## src/hdl/sat_pkg.sv

```systemverilog
// ----------------------------------------------------------------------------
// sat_pkg
// Shared types for the section address translator: opcodes, controller
// states and the controller-to-datapath command group.
// ----------------------------------------------------------------------------
`default_nettype none

package sat_pkg;

  localparam int unsigned ADDR_W  = 32;
  localparam int unsigned SECT_W  = 4;
  localparam int unsigned COUNT_W = 5;
  localparam int unsigned ENTRY_W = 3 * ADDR_W;

  typedef enum logic [1:0] {
    OP_LOAD = 2'd0,
    OP_FWD  = 2'd1,
    OP_REV  = 2'd2,
    OP_NONE = 2'd3
  } sat_op_t;

  typedef enum logic [1:0] {
    ST_IDLE,
    ST_SCAN,
    ST_RESP
  } sat_state_t;

  typedef struct packed {
    logic              query_load;
    logic              entry_write;
    logic              hit_load;
    logic              out_load;
    logic [SECT_W-1:0] hit_section;
  } sat_cmd_t;

endpackage

`default_nettype wire

```

## src/hdl/section_address_translator.sv

```systemverilog
// ----------------------------------------------------------------------------
// section_address_translator
// Section table lookup: RVA to file offset and file offset to RVA.
// ----------------------------------------------------------------------------
// Usage:
//   cfg_wr_en/cfg_wr_data set the number of sections searched per query
//   (clamped to MAX_SECTIONS); write it only while the block is idle.
//   Input items (in_valid/in_stall) are loads or queries. A load writes one
//   table slot and gives no result; opcode 3 is dropped. A query walks the
//   table from slot 0, one entry per cycle through the table memory's read
//   port, and stops at the first hit; with a zero count it gives a miss
//   without a walk. in_stall stays high until the result is loaded, so the
//   next item is taken only after that.
//   Results leave through an output register (out_valid/out_stall); the
//   next item is taken while a result waits, and a finished query holds
//   until that register frees up. A stalled result holds its value.
//   Reset clears the section count and all handshake state; table entries
//   are undefined until loaded and must be loaded before being searched.
// ----------------------------------------------------------------------------
`default_nettype none

module section_address_translator #(
  parameter int unsigned MAX_SECTIONS = 16
) (
  input  wire logic                         clk,
  input  wire logic                         rst_n,
  input  wire logic                         cfg_wr_en,
  input  wire logic [sat_pkg::COUNT_W-1:0]  cfg_wr_data,
  input  wire logic                         in_valid,
  output logic                              in_stall,
  input  wire logic [1:0]                   in_opcode,
  input  wire logic [sat_pkg::SECT_W-1:0]   in_entry_index,
  input  wire logic [sat_pkg::ADDR_W-1:0]   in_entry_virtual_base,
  input  wire logic [sat_pkg::ADDR_W-1:0]   in_entry_raw_size,
  input  wire logic [sat_pkg::ADDR_W-1:0]   in_entry_raw_offset,
  input  wire logic [sat_pkg::ADDR_W-1:0]   in_query_address,
  output logic                              out_valid,
  input  wire logic                         out_stall,
  output logic      [sat_pkg::ADDR_W-1:0]   out_translated,
  output logic                              out_found,
  output logic      [sat_pkg::SECT_W-1:0]   out_hit_section
);

  import sat_pkg::*;

  localparam int unsigned AW = (MAX_SECTIONS > 1) ? $clog2(MAX_SECTIONS) : 1;

  sat_cmd_t        cmd;
  logic [AW-1:0]   rd_addr;
  logic            entry_match;

  sat_ctrl #(
    .MAX_SECTIONS (MAX_SECTIONS),
    .AW           (AW)
  ) u_ctrl (
    .clk         (clk),
    .rst_n       (rst_n),
    .cfg_wr_en   (cfg_wr_en),
    .cfg_wr_data (cfg_wr_data),
    .in_valid    (in_valid),
    .in_stall    (in_stall),
    .in_opcode   (in_opcode),
    .out_valid   (out_valid),
    .out_stall   (out_stall),
    .entry_match (entry_match),
    .rd_addr     (rd_addr),
    .cmd         (cmd)
  );

  sat_dp #(
    .MAX_SECTIONS (MAX_SECTIONS),
    .AW           (AW)
  ) u_dp (
    .clk                   (clk),
    .cmd                   (cmd),
    .rd_addr               (rd_addr),
    .entry_match           (entry_match),
    .in_opcode             (in_opcode),
    .in_entry_index        (in_entry_index),
    .in_entry_virtual_base (in_entry_virtual_base),
    .in_entry_raw_size     (in_entry_raw_size),
    .in_entry_raw_offset   (in_entry_raw_offset),
    .in_query_address      (in_query_address),
    .out_translated        (out_translated),
    .out_found             (out_found),
    .out_hit_section       (out_hit_section)
  );

endmodule

`default_nettype wire

```

## src/hdl/sat_ram.sv

```systemverilog
// ----------------------------------------------------------------------------
// sat_ram
// Generic simple dual-port RAM: one write port, one read port with
// registered read data.
// ----------------------------------------------------------------------------
`default_nettype none

module sat_ram #(
  parameter int unsigned WIDTH = 8,
  parameter int unsigned DEPTH = 16,
  parameter int unsigned AW    = (DEPTH > 1) ? $clog2(DEPTH) : 1
) (
  input  wire logic             clk,
  input  wire logic             wr_en,
  input  wire logic [AW-1:0]    wr_addr,
  input  wire logic [WIDTH-1:0] wr_data,
  input  wire logic [AW-1:0]    rd_addr,
  output logic      [WIDTH-1:0] rd_data
);

  logic [WIDTH-1:0] mem [DEPTH];

  always_ff @(posedge clk) begin
    if (wr_en) begin
      mem[wr_addr] <= wr_data;
    end
    rd_data <= mem[rd_addr];
  end

endmodule

`default_nettype wire

```

## src/hdl/sat_ctrl.sv

```systemverilog
// ----------------------------------------------------------------------------
// sat_ctrl
// Controller: handshakes, section count register, table walk sequencing
// and output valid.
// ----------------------------------------------------------------------------
`default_nettype none

module sat_ctrl #(
  parameter int unsigned MAX_SECTIONS = 16,
  parameter int unsigned AW = (MAX_SECTIONS > 1) ? $clog2(MAX_SECTIONS) : 1
) (
  input  wire logic                          clk,
  input  wire logic                          rst_n,
  input  wire logic                          cfg_wr_en,
  input  wire logic [sat_pkg::COUNT_W-1:0]   cfg_wr_data,
  input  wire logic                          in_valid,
  output logic                               in_stall,
  input  wire logic [1:0]                    in_opcode,
  output logic                               out_valid,
  input  wire logic                          out_stall,
  input  wire logic                          entry_match,
  output logic      [AW-1:0]                 rd_addr,
  output sat_pkg::sat_cmd_t                  cmd
);

  import sat_pkg::*;

  // wide enough for the clamped count and for the raw 5-bit register
  localparam int unsigned NW = ($clog2(MAX_SECTIONS + 1) > COUNT_W) ?
                               $clog2(MAX_SECTIONS + 1) : COUNT_W;

  sat_state_t          state_r, state_nxt;
  logic [COUNT_W-1:0]  count_r, count_nxt;
  logic [NW-1:0]       rd_idx_r, rd_idx_nxt;
  logic [NW-1:0]       chk_idx_r, chk_idx_nxt;
  logic                chk_vld_r, chk_vld_nxt;
  logic                out_valid_r, out_valid_nxt;

  logic [NW-1:0]       count_ext;
  logic [NW-1:0]       n_search;
  logic                accept;
  logic                rd_issue;
  logic                out_free;
  sat_op_t             op;

  assign count_ext = NW'(count_r);
  assign n_search  = (count_ext > NW'(MAX_SECTIONS)) ? NW'(MAX_SECTIONS) : count_ext;
  assign in_stall  = (state_r != ST_IDLE);
  assign accept    = in_valid && !in_stall;
  assign op        = sat_op_t'(in_opcode);
  assign rd_issue  = (state_r == ST_SCAN) && (rd_idx_r < n_search);
  assign rd_addr   = rd_issue ? rd_idx_r[AW-1:0] : '0;
  assign out_free  = !out_valid_r || !out_stall;
  assign out_valid = out_valid_r;

  always_ff @(posedge clk) begin
    if (!rst_n) begin
      state_r     <= ST_IDLE;
      count_r     <= '0;
      rd_idx_r    <= '0;
      chk_idx_r   <= '0;
      chk_vld_r   <= 1'b0;
      out_valid_r <= 1'b0;
    end else begin
      state_r     <= state_nxt;
      count_r     <= count_nxt;
      rd_idx_r    <= rd_idx_nxt;
      chk_idx_r   <= chk_idx_nxt;
      chk_vld_r   <= chk_vld_nxt;
      out_valid_r <= out_valid_nxt;
    end
  end

  always_comb begin
    state_nxt       = state_r;
    count_nxt       = cfg_wr_en ? cfg_wr_data : count_r;
    rd_idx_nxt      = rd_idx_r;
    chk_idx_nxt     = chk_idx_r;
    chk_vld_nxt     = 1'b0;
    cmd             = '0;
    cmd.hit_section = chk_idx_r[SECT_W-1:0];

    unique case (state_r)
      ST_IDLE: begin
        if (accept) begin
          unique case (op)
            OP_LOAD: cmd.entry_write = 1'b1;
            OP_FWD, OP_REV: begin
              cmd.query_load = 1'b1;
              rd_idx_nxt     = '0;
              state_nxt      = (n_search == '0) ? ST_RESP : ST_SCAN;
            end
            default: ;
          endcase
        end
      end
      ST_SCAN: begin
        // read of entry i overlaps the compare of entry i-1
        if (rd_issue) begin
          rd_idx_nxt  = rd_idx_r + NW'(1);
          chk_idx_nxt = rd_idx_r;
          chk_vld_nxt = 1'b1;
        end
        if (chk_vld_r && entry_match) begin
          cmd.hit_load = 1'b1;
          chk_vld_nxt  = 1'b0;
          state_nxt    = ST_RESP;
        end else if (chk_vld_r && (chk_idx_r == n_search - NW'(1))) begin
          chk_vld_nxt  = 1'b0;
          state_nxt    = ST_RESP;
        end
      end
      ST_RESP: begin
        if (out_free) begin
          cmd.out_load = 1'b1;
          state_nxt    = ST_IDLE;
        end
      end
      default: state_nxt = ST_IDLE;
    endcase

    if (cmd.out_load) begin
      out_valid_nxt = 1'b1;
    end else begin
      out_valid_nxt = out_valid_r && out_stall;
    end
  end

endmodule

`default_nettype wire

```

## src/hdl/sat_dp.sv

```systemverilog
// ----------------------------------------------------------------------------
// sat_dp
// Datapath: section table memory, range compare, hit capture and the
// output payload register.
// ----------------------------------------------------------------------------
`default_nettype none

module sat_dp #(
  parameter int unsigned MAX_SECTIONS = 16,
  parameter int unsigned AW = (MAX_SECTIONS > 1) ? $clog2(MAX_SECTIONS) : 1
) (
  input  wire logic                         clk,
  input  wire sat_pkg::sat_cmd_t            cmd,
  input  wire logic [AW-1:0]                rd_addr,
  output logic                              entry_match,
  input  wire logic [1:0]                   in_opcode,
  input  wire logic [sat_pkg::SECT_W-1:0]   in_entry_index,
  input  wire logic [sat_pkg::ADDR_W-1:0]   in_entry_virtual_base,
  input  wire logic [sat_pkg::ADDR_W-1:0]   in_entry_raw_size,
  input  wire logic [sat_pkg::ADDR_W-1:0]   in_entry_raw_offset,
  input  wire logic [sat_pkg::ADDR_W-1:0]   in_query_address,
  output logic      [sat_pkg::ADDR_W-1:0]   out_translated,
  output logic                              out_found,
  output logic      [sat_pkg::SECT_W-1:0]   out_hit_section
);

  import sat_pkg::*;

  logic [ENTRY_W-1:0] rd_data;
  logic [31:0]        wr_idx_ext;
  logic               wr_en;

  logic [ADDR_W-1:0]  ent_vbase, ent_size, ent_offset;
  logic [ADDR_W-1:0]  lo, dst;
  logic [ADDR_W:0]    range_end;

  logic [ADDR_W-1:0]  query_r;
  logic               rev_r;
  logic               found_r;
  logic [ADDR_W-1:0]  hit_delta_r;
  logic [ADDR_W-1:0]  hit_dst_r;
  logic [SECT_W-1:0]  hit_sect_r;
  logic [ADDR_W-1:0]  out_translated_r;
  logic               out_found_r;
  logic [SECT_W-1:0]  out_hit_r;

  assign wr_idx_ext = 32'(in_entry_index);
  // slots beyond the table size are dropped
  assign wr_en      = cmd.entry_write && (wr_idx_ext < 32'(MAX_SECTIONS));

  sat_ram #(
    .WIDTH (ENTRY_W),
    .DEPTH (MAX_SECTIONS),
    .AW    (AW)
  ) u_table (
    .clk     (clk),
    .wr_en   (wr_en),
    .wr_addr (wr_idx_ext[AW-1:0]),
    .wr_data ({in_entry_virtual_base, in_entry_raw_size, in_entry_raw_offset}),
    .rd_addr (rd_addr),
    .rd_data (rd_data)
  );

  assign {ent_vbase, ent_size, ent_offset} = rd_data;

  // forward: window on virtual base, map to raw offset; reverse swaps them
  assign lo  = rev_r ? ent_offset : ent_vbase;
  assign dst = rev_r ? ent_vbase  : ent_offset;

  // 33-bit end so a range never wraps
  assign range_end   = {1'b0, lo} + {1'b0, ent_size};
  assign entry_match = (query_r >= lo) && ({1'b0, query_r} < range_end);

  always_ff @(posedge clk) begin
    if (cmd.query_load) begin
      query_r <= in_query_address;
      rev_r   <= (sat_op_t'(in_opcode) == OP_REV);
      found_r <= 1'b0;
    end else if (cmd.hit_load) begin
      found_r <= 1'b1;
    end
    if (cmd.hit_load) begin
      hit_delta_r <= query_r - lo;
      hit_dst_r   <= dst;
      hit_sect_r  <= cmd.hit_section;
    end
    if (cmd.out_load) begin
      out_translated_r <= found_r ? (hit_dst_r + hit_delta_r) : '0;
      out_found_r      <= found_r;
      out_hit_r        <= found_r ? hit_sect_r : '0;
    end
  end

  assign out_translated  = out_translated_r;
  assign out_found       = out_found_r;
  assign out_hit_section = out_hit_r;

endmodule

`default_nettype wire

```

## config.mk

```make
export PLATFORM = sky130hd
export DESIGN_NAME = section_address_translator
export DESIGN_NICKNAME = d
export VERILOG_FILES = /design/src/hdl/sat_pkg.sv /design/src/hdl/section_address_translator.sv /design/src/hdl/sat_ram.sv /design/src/hdl/sat_ctrl.sv /design/src/hdl/sat_dp.sv
export SDC_FILE = /design/constraint.sdc
export NUM_CORES = 2
export LEC_CHECK = 0
export BUFFER_PORTS_ARGS = -buffer_cell sky130_fd_sc_hd__buf_2
export CORE_ASPECT_RATIO = 1.4
export CORE_MARGIN = 10
export CORE_UTILIZATION = 60
export DETAILED_ROUTE_END_ITERATION = 16
export PLACE_DENSITY_LB_ADDON = 0.25
export SLEW_MARGIN = 0
export SYNTH_ARGS = -nofsm -noshare
export SYNTH_HDL_FRONTEND = slang
export SYNTH_SLANG_ARGS = --single-unit
```

## constraint.sdc

```tcl
create_clock -name clk -period 12.41 [get_ports clk]
set_input_delay 0.6205 -clock clk [delete_from_list [all_inputs] [get_ports clk]]
set_output_delay 0.6205 -clock clk [all_outputs]
set_load 0.005 [all_outputs]
```

==> results.cfg <==
[global_route]
global_route.overflow_total = 0
global_route.usage.total = 0.2817
wire_length_of_the_first_global_routing_pass_um = 288200
antenna_found_initial = 58
maximum_number_of_pins_on_one_net_before_global_route_repair = 172
first_global_vias = 44612

[drt]
viasPerCell = 6.532
postRouteAntennaNets = 0
route.vias.total = 45020
number_of_drc_violations_after_detailed_routing = 0
drt-wirelength-per-cell_um = 28.43
wirelength_um = 196000
first_pass_iters = 6
drt_iter0_markers = 5284

[synth]
synth-async-reset-ratio = 0
synthesis.area_sq_um = 73760
post_synth_mux_area_share = 0.06570
post_synthesis_mean_instance_area_sq_um = 14.83
netlist_instances = 4975
synth_register_bits = 1790
synth_top_family_by_area = compound AO/OA/AOI/OAI gates
postSynthNetCount = 5256
yosys.area_share.adder = 0.02354
synth_edf_count = 1674
synth_simple_gate_area_share = 0.04487
yosys_most_used_dff = edfxtp_1
synthesis.yosys.warnings = 0
synth-seq-area-share = 0.7130
distinct_cells_synth = 65
post_synth_xor_area_fraction = 0.009499
synth-compound-area-share = 0.1186

[worst_setup_path]
crit_path_frequent_cell = a21oi_1
regToRegSetupSlack_ns = 5.32
worst-path-buf-inv = 2
critPathTopFamily = compound AO/OA/AOI/OAI gates
worstRegToRegCells = 22
critical_path.startpoint_type = flop
r2r-start = u_dp.rev_r$_DFFE_PP_
timing.critical_path.cells = buf_4 -> buf_4 -> mux2_2 -> ha_1 -> fa_1 -> a21oi_1 -> o21bai_1 -> a21oi_1 -> o21ai_0 -> a31o_2 -> a21oi_1 -> nor3_1 -> o21ai_0 -> o31ai_1 -> ha_1 -> a2111oi_0 -> nand2_1 -> a211oi_1 -> o21ai_0 -> a21oi_1 -> o31a_1 -> and2_4
critical_path_arrival_ns = 7.49
slowest_delay_ns = 0.72
crit_path_end_kind = flop
critical_path.reg2reg.endpoint = u_dp.hit_delta_r[1]$_DFFE_PP_
worstPathRequired_ns = 12.81
criticalPathCategory = flop to flop
critPathMaxFanout = 68
timing.critical_path.slowest_stage_cell = and2_4

[power_and_ir_drop]
p_leak_nw = 28.18
pwr_density_cell_nw_per_um2 = 151.3
irDropWorstVdd_v = 0.0001618

[die]
io-pin-count = 183
cell_rows = 152
start_util = 0.6032
dieArea_sq_um = 137600
chipHeight_um = 434.9
fp.dieW_um = 316.3
core_region_area_sq_um = 122300

[timing]
finalClockSkew_ns = 0.03372
hold_viol = 0
setup_repair_after_global_routing_missed_its_margin = false
final_period_minus_worst_setup_slack_ns = 7.089
finalHoldWorstSlack_ns = 0.09522
timing.setup.tns_ns = 0
worst_slew_pin_slew_ns = 1.119
maximum_operating_frequency_ghz = 0.1411
fin_crit_sh = 0.5712
max-slew-margin-rel = 0.2540
report.final.slew_viol_count = 0
setup_viol_count_final = 0

[cts]
clock_tree.htree_level_count = 4
postCtsSetupBuffers = 0
buffer_cell_driving_the_clock_tree_root = clkbuf_16
worst_setup_hold_path_clk_slew_ns = 0.06
cts-root-to-sink-buffers = 3
tritoncts_clock_tree = yes
worstSkewPairLatency_ns = 0.81
tritoncts.num_buffers = 162
clock-sinks = 1790

[place]
post_dp_hpwl_um = 109600
dp.cells = 6545
gp_congestion = 0.9124
port-buffer-count = 182

[min_path]
hold-path-cell-count = 3
hold_start = cfg_wr_data[3]
worst_hold_path_type = input port to flop
hold-path-endpoint = u_ctrl.count_ext[3]$_SDFFE_PN0P_

[finish]
drive_gt1_frac = 0.1448
nets = 5405
layout.cells.most_common_list = edfxtp_1 (1674), a31oi_1 (325), mux2i_1 (231), nor2_1 (228), mux2_2 (225)
finalNonFillerCells = 6892
post-route-util = 0.6700
synthToLayoutAreaGrowth_pct = 11.07
mostFrequentLayoutCell = edfxtp_1

[status]
outcome = completed

[job]
drv.max_cap_violation_count = 0
## final cells by class
| type | instances | area [sq um] |
|---|---|---|
| fill | 8257 | 40360 |
| multi-input combinational | 2708 | 19540 |
| tap | 1617 | 2023 |
| sequential | 1790 | 52600 |
| timing repair buffer | 295 | 1952 |
| clock buffer | 209 | 4377 |
| clock inverter | 92 | 770.7 |
| inverter | 167 | 631.9 |
| antenna | 14 | 35.03 |
## layer usage
layer  track usage  share of wire  vias up
met3       0.05606          0.093      505
met5             0         0.0015        -
met4        0.1415          0.052       46
li1              -              -    19768
met2        0.4631           0.49     2302
met1        0.3531           0.36    22399
## synth_stat cells (all sizes together) (4+ instances only)
| cell type | n | area, sq um |
|---|---|---|
| a22oi | 74 | 555.5 |
| a211oi | 81 | 613.1 |
| dfxtp | 116 | 2322 |
| a21oi | 182 | 914.6 |
| nand2b | 22 | 137.6 |
| and4 | 4 | 35.03 |
| a21o | 149 | 1119 |
| o31ai | 5 | 37.54 |
| o21bai | 14 | 105.1 |
| o211ai | 6 | 45.04 |
| nor2 | 243 | 914.6 |
| buf | 68 | 296.5 |
| o21a | 7 | 52.55 |
| nor2b | 23 | 143.9 |
| a21boi | 10 | 75.07 |
| inv | 165 | 619.3 |
| and3 | 7 | 43.79 |
| a22o | 25 | 219.0 |
| a211o | 75 | 656.9 |
| ha | 134 | 1677 |
| nor3b | 4 | 30.03 |
| xnor2 | 48 | 420.4 |
| o21ai | 199 | 996.0 |
| mux2 | 225 | 2534 |
| nand2 | 172 | 645.6 |
| o2bb2ai | 24 | 210.2 |
| nand3 | 24 | 120.1 |
| xor2 | 32 | 280.3 |
| a221oi | 100 | 875.8 |
| or3 | 4 | 25.02 |
| a31oi | 325 | 2033 |
| and2 | 10 | 62.56 |
| nand4 | 21 | 131.4 |
| nor4 | 4 | 25.02 |
| nor3 | 188 | 940.9 |
| edfxtp | 1674 | 50270 |
| clkbuf | 242 | 908.4 |
| mux2i | 231 | 2312 |
## timing repair
action / 4_1_cts / 5_1_grt
endpoints found under the hold margin: 32 / 0
gates resized for setup: 0 / 0
hold buffers: 32 / 0
## kinds of logic after synthesis
kind of cell             count (synthesis)
AO/OA/AOI/OAI                         1302
buffers and inverters                  477
AND/OR/NAND/NOR                        733
multiplexers                           456
adder cells (fa/ha/maj)                137
XOR/XNOR                                80
flip-flops                            1790
## through the flow
stage	power, mW	instance area [sq um]	worst slack [ns]
detailed placement	7.642	76420	5.281
global route	12.77	81920	4.811
finish	12.40	81930	5.321
floorplan	7.346	73760	3.943
CTS	12.44	81890	5.253
global placement	7.629	76420	5.365
## registers in the layout, indices dropped and copies added (netlist names)
signal / count
u_ctrl.count_ext: 5
u_ctrl.rd_idx_r: 5
u_dp.out_translated: 32
u_dp.u_table.mem: 1536
u_dp.hit_dst_r: 32
u_ctrl.chk_idx_r: 5
u_dp.out_hit_section: 4
u_ctrl.out_valid: 1
u_dp.rev_r: 1
u_dp.out_found: 1
u_dp.u_table.rd_data: 96
u_dp.hit_delta_r: 32
u_dp.query_r: 32
u_dp.hit_sect_r: 4
u_ctrl.chk_vld_r: 1
u_dp.found_r: 1
u_ctrl.state_r: 2
## power breakdown
group / internal, mW / leakage [nW] / switching, mW
Sequential: 6.67 / 16.0 / 0.0371
Combinational: 0.284 / 9.63 / 0.542
Clock: 2.69 / 2.50 / 2.17
Total: 9.64 / 28.2 / 2.75
## worst max-delay path by stage
stage | depth (start not counted) | end | start | slack [ns]
CTS | 22 | u_dp.hit_delta_r[1]$_DFFE_PP_ | u_dp.rev_r$_DFFE_PP_ | 5.25
floorplan | 5 | u_dp.u_table.mem[0][0]$_DFFE_PP_ | in_opcode[0] | 3.94
finish | 22 | u_dp.hit_delta_r[1]$_DFFE_PP_ | u_dp.rev_r$_DFFE_PP_ | 5.32
global placement | 22 | u_dp.hit_delta_r[1]$_DFFE_PP_ | u_dp.rev_r$_DFFE_PP_ | 5.37
detailed placement | 22 | u_dp.hit_delta_r[1]$_DFFE_PP_ | u_dp.rev_r$_DFFE_PP_ | 5.28
global route | 22 | u_dp.hit_delta_r[1]$_DFFE_PP_ | u_dp.rev_r$_DFFE_PP_ | 4.81
## worst register-to-register path: cells and delay by family (launching register included)
family | cells | cell delay (ns)
and+or+nand+nor | 3 | 1.02
AOI/OAI and AO/OA | 13 | 3.00
adders and majority gates | 3 | 0.95
DFF | 1 | 0.33
buffers and inverters | 2 | 0.91
muxes | 1 | 0.42
(Power assumes the default switching activity.)
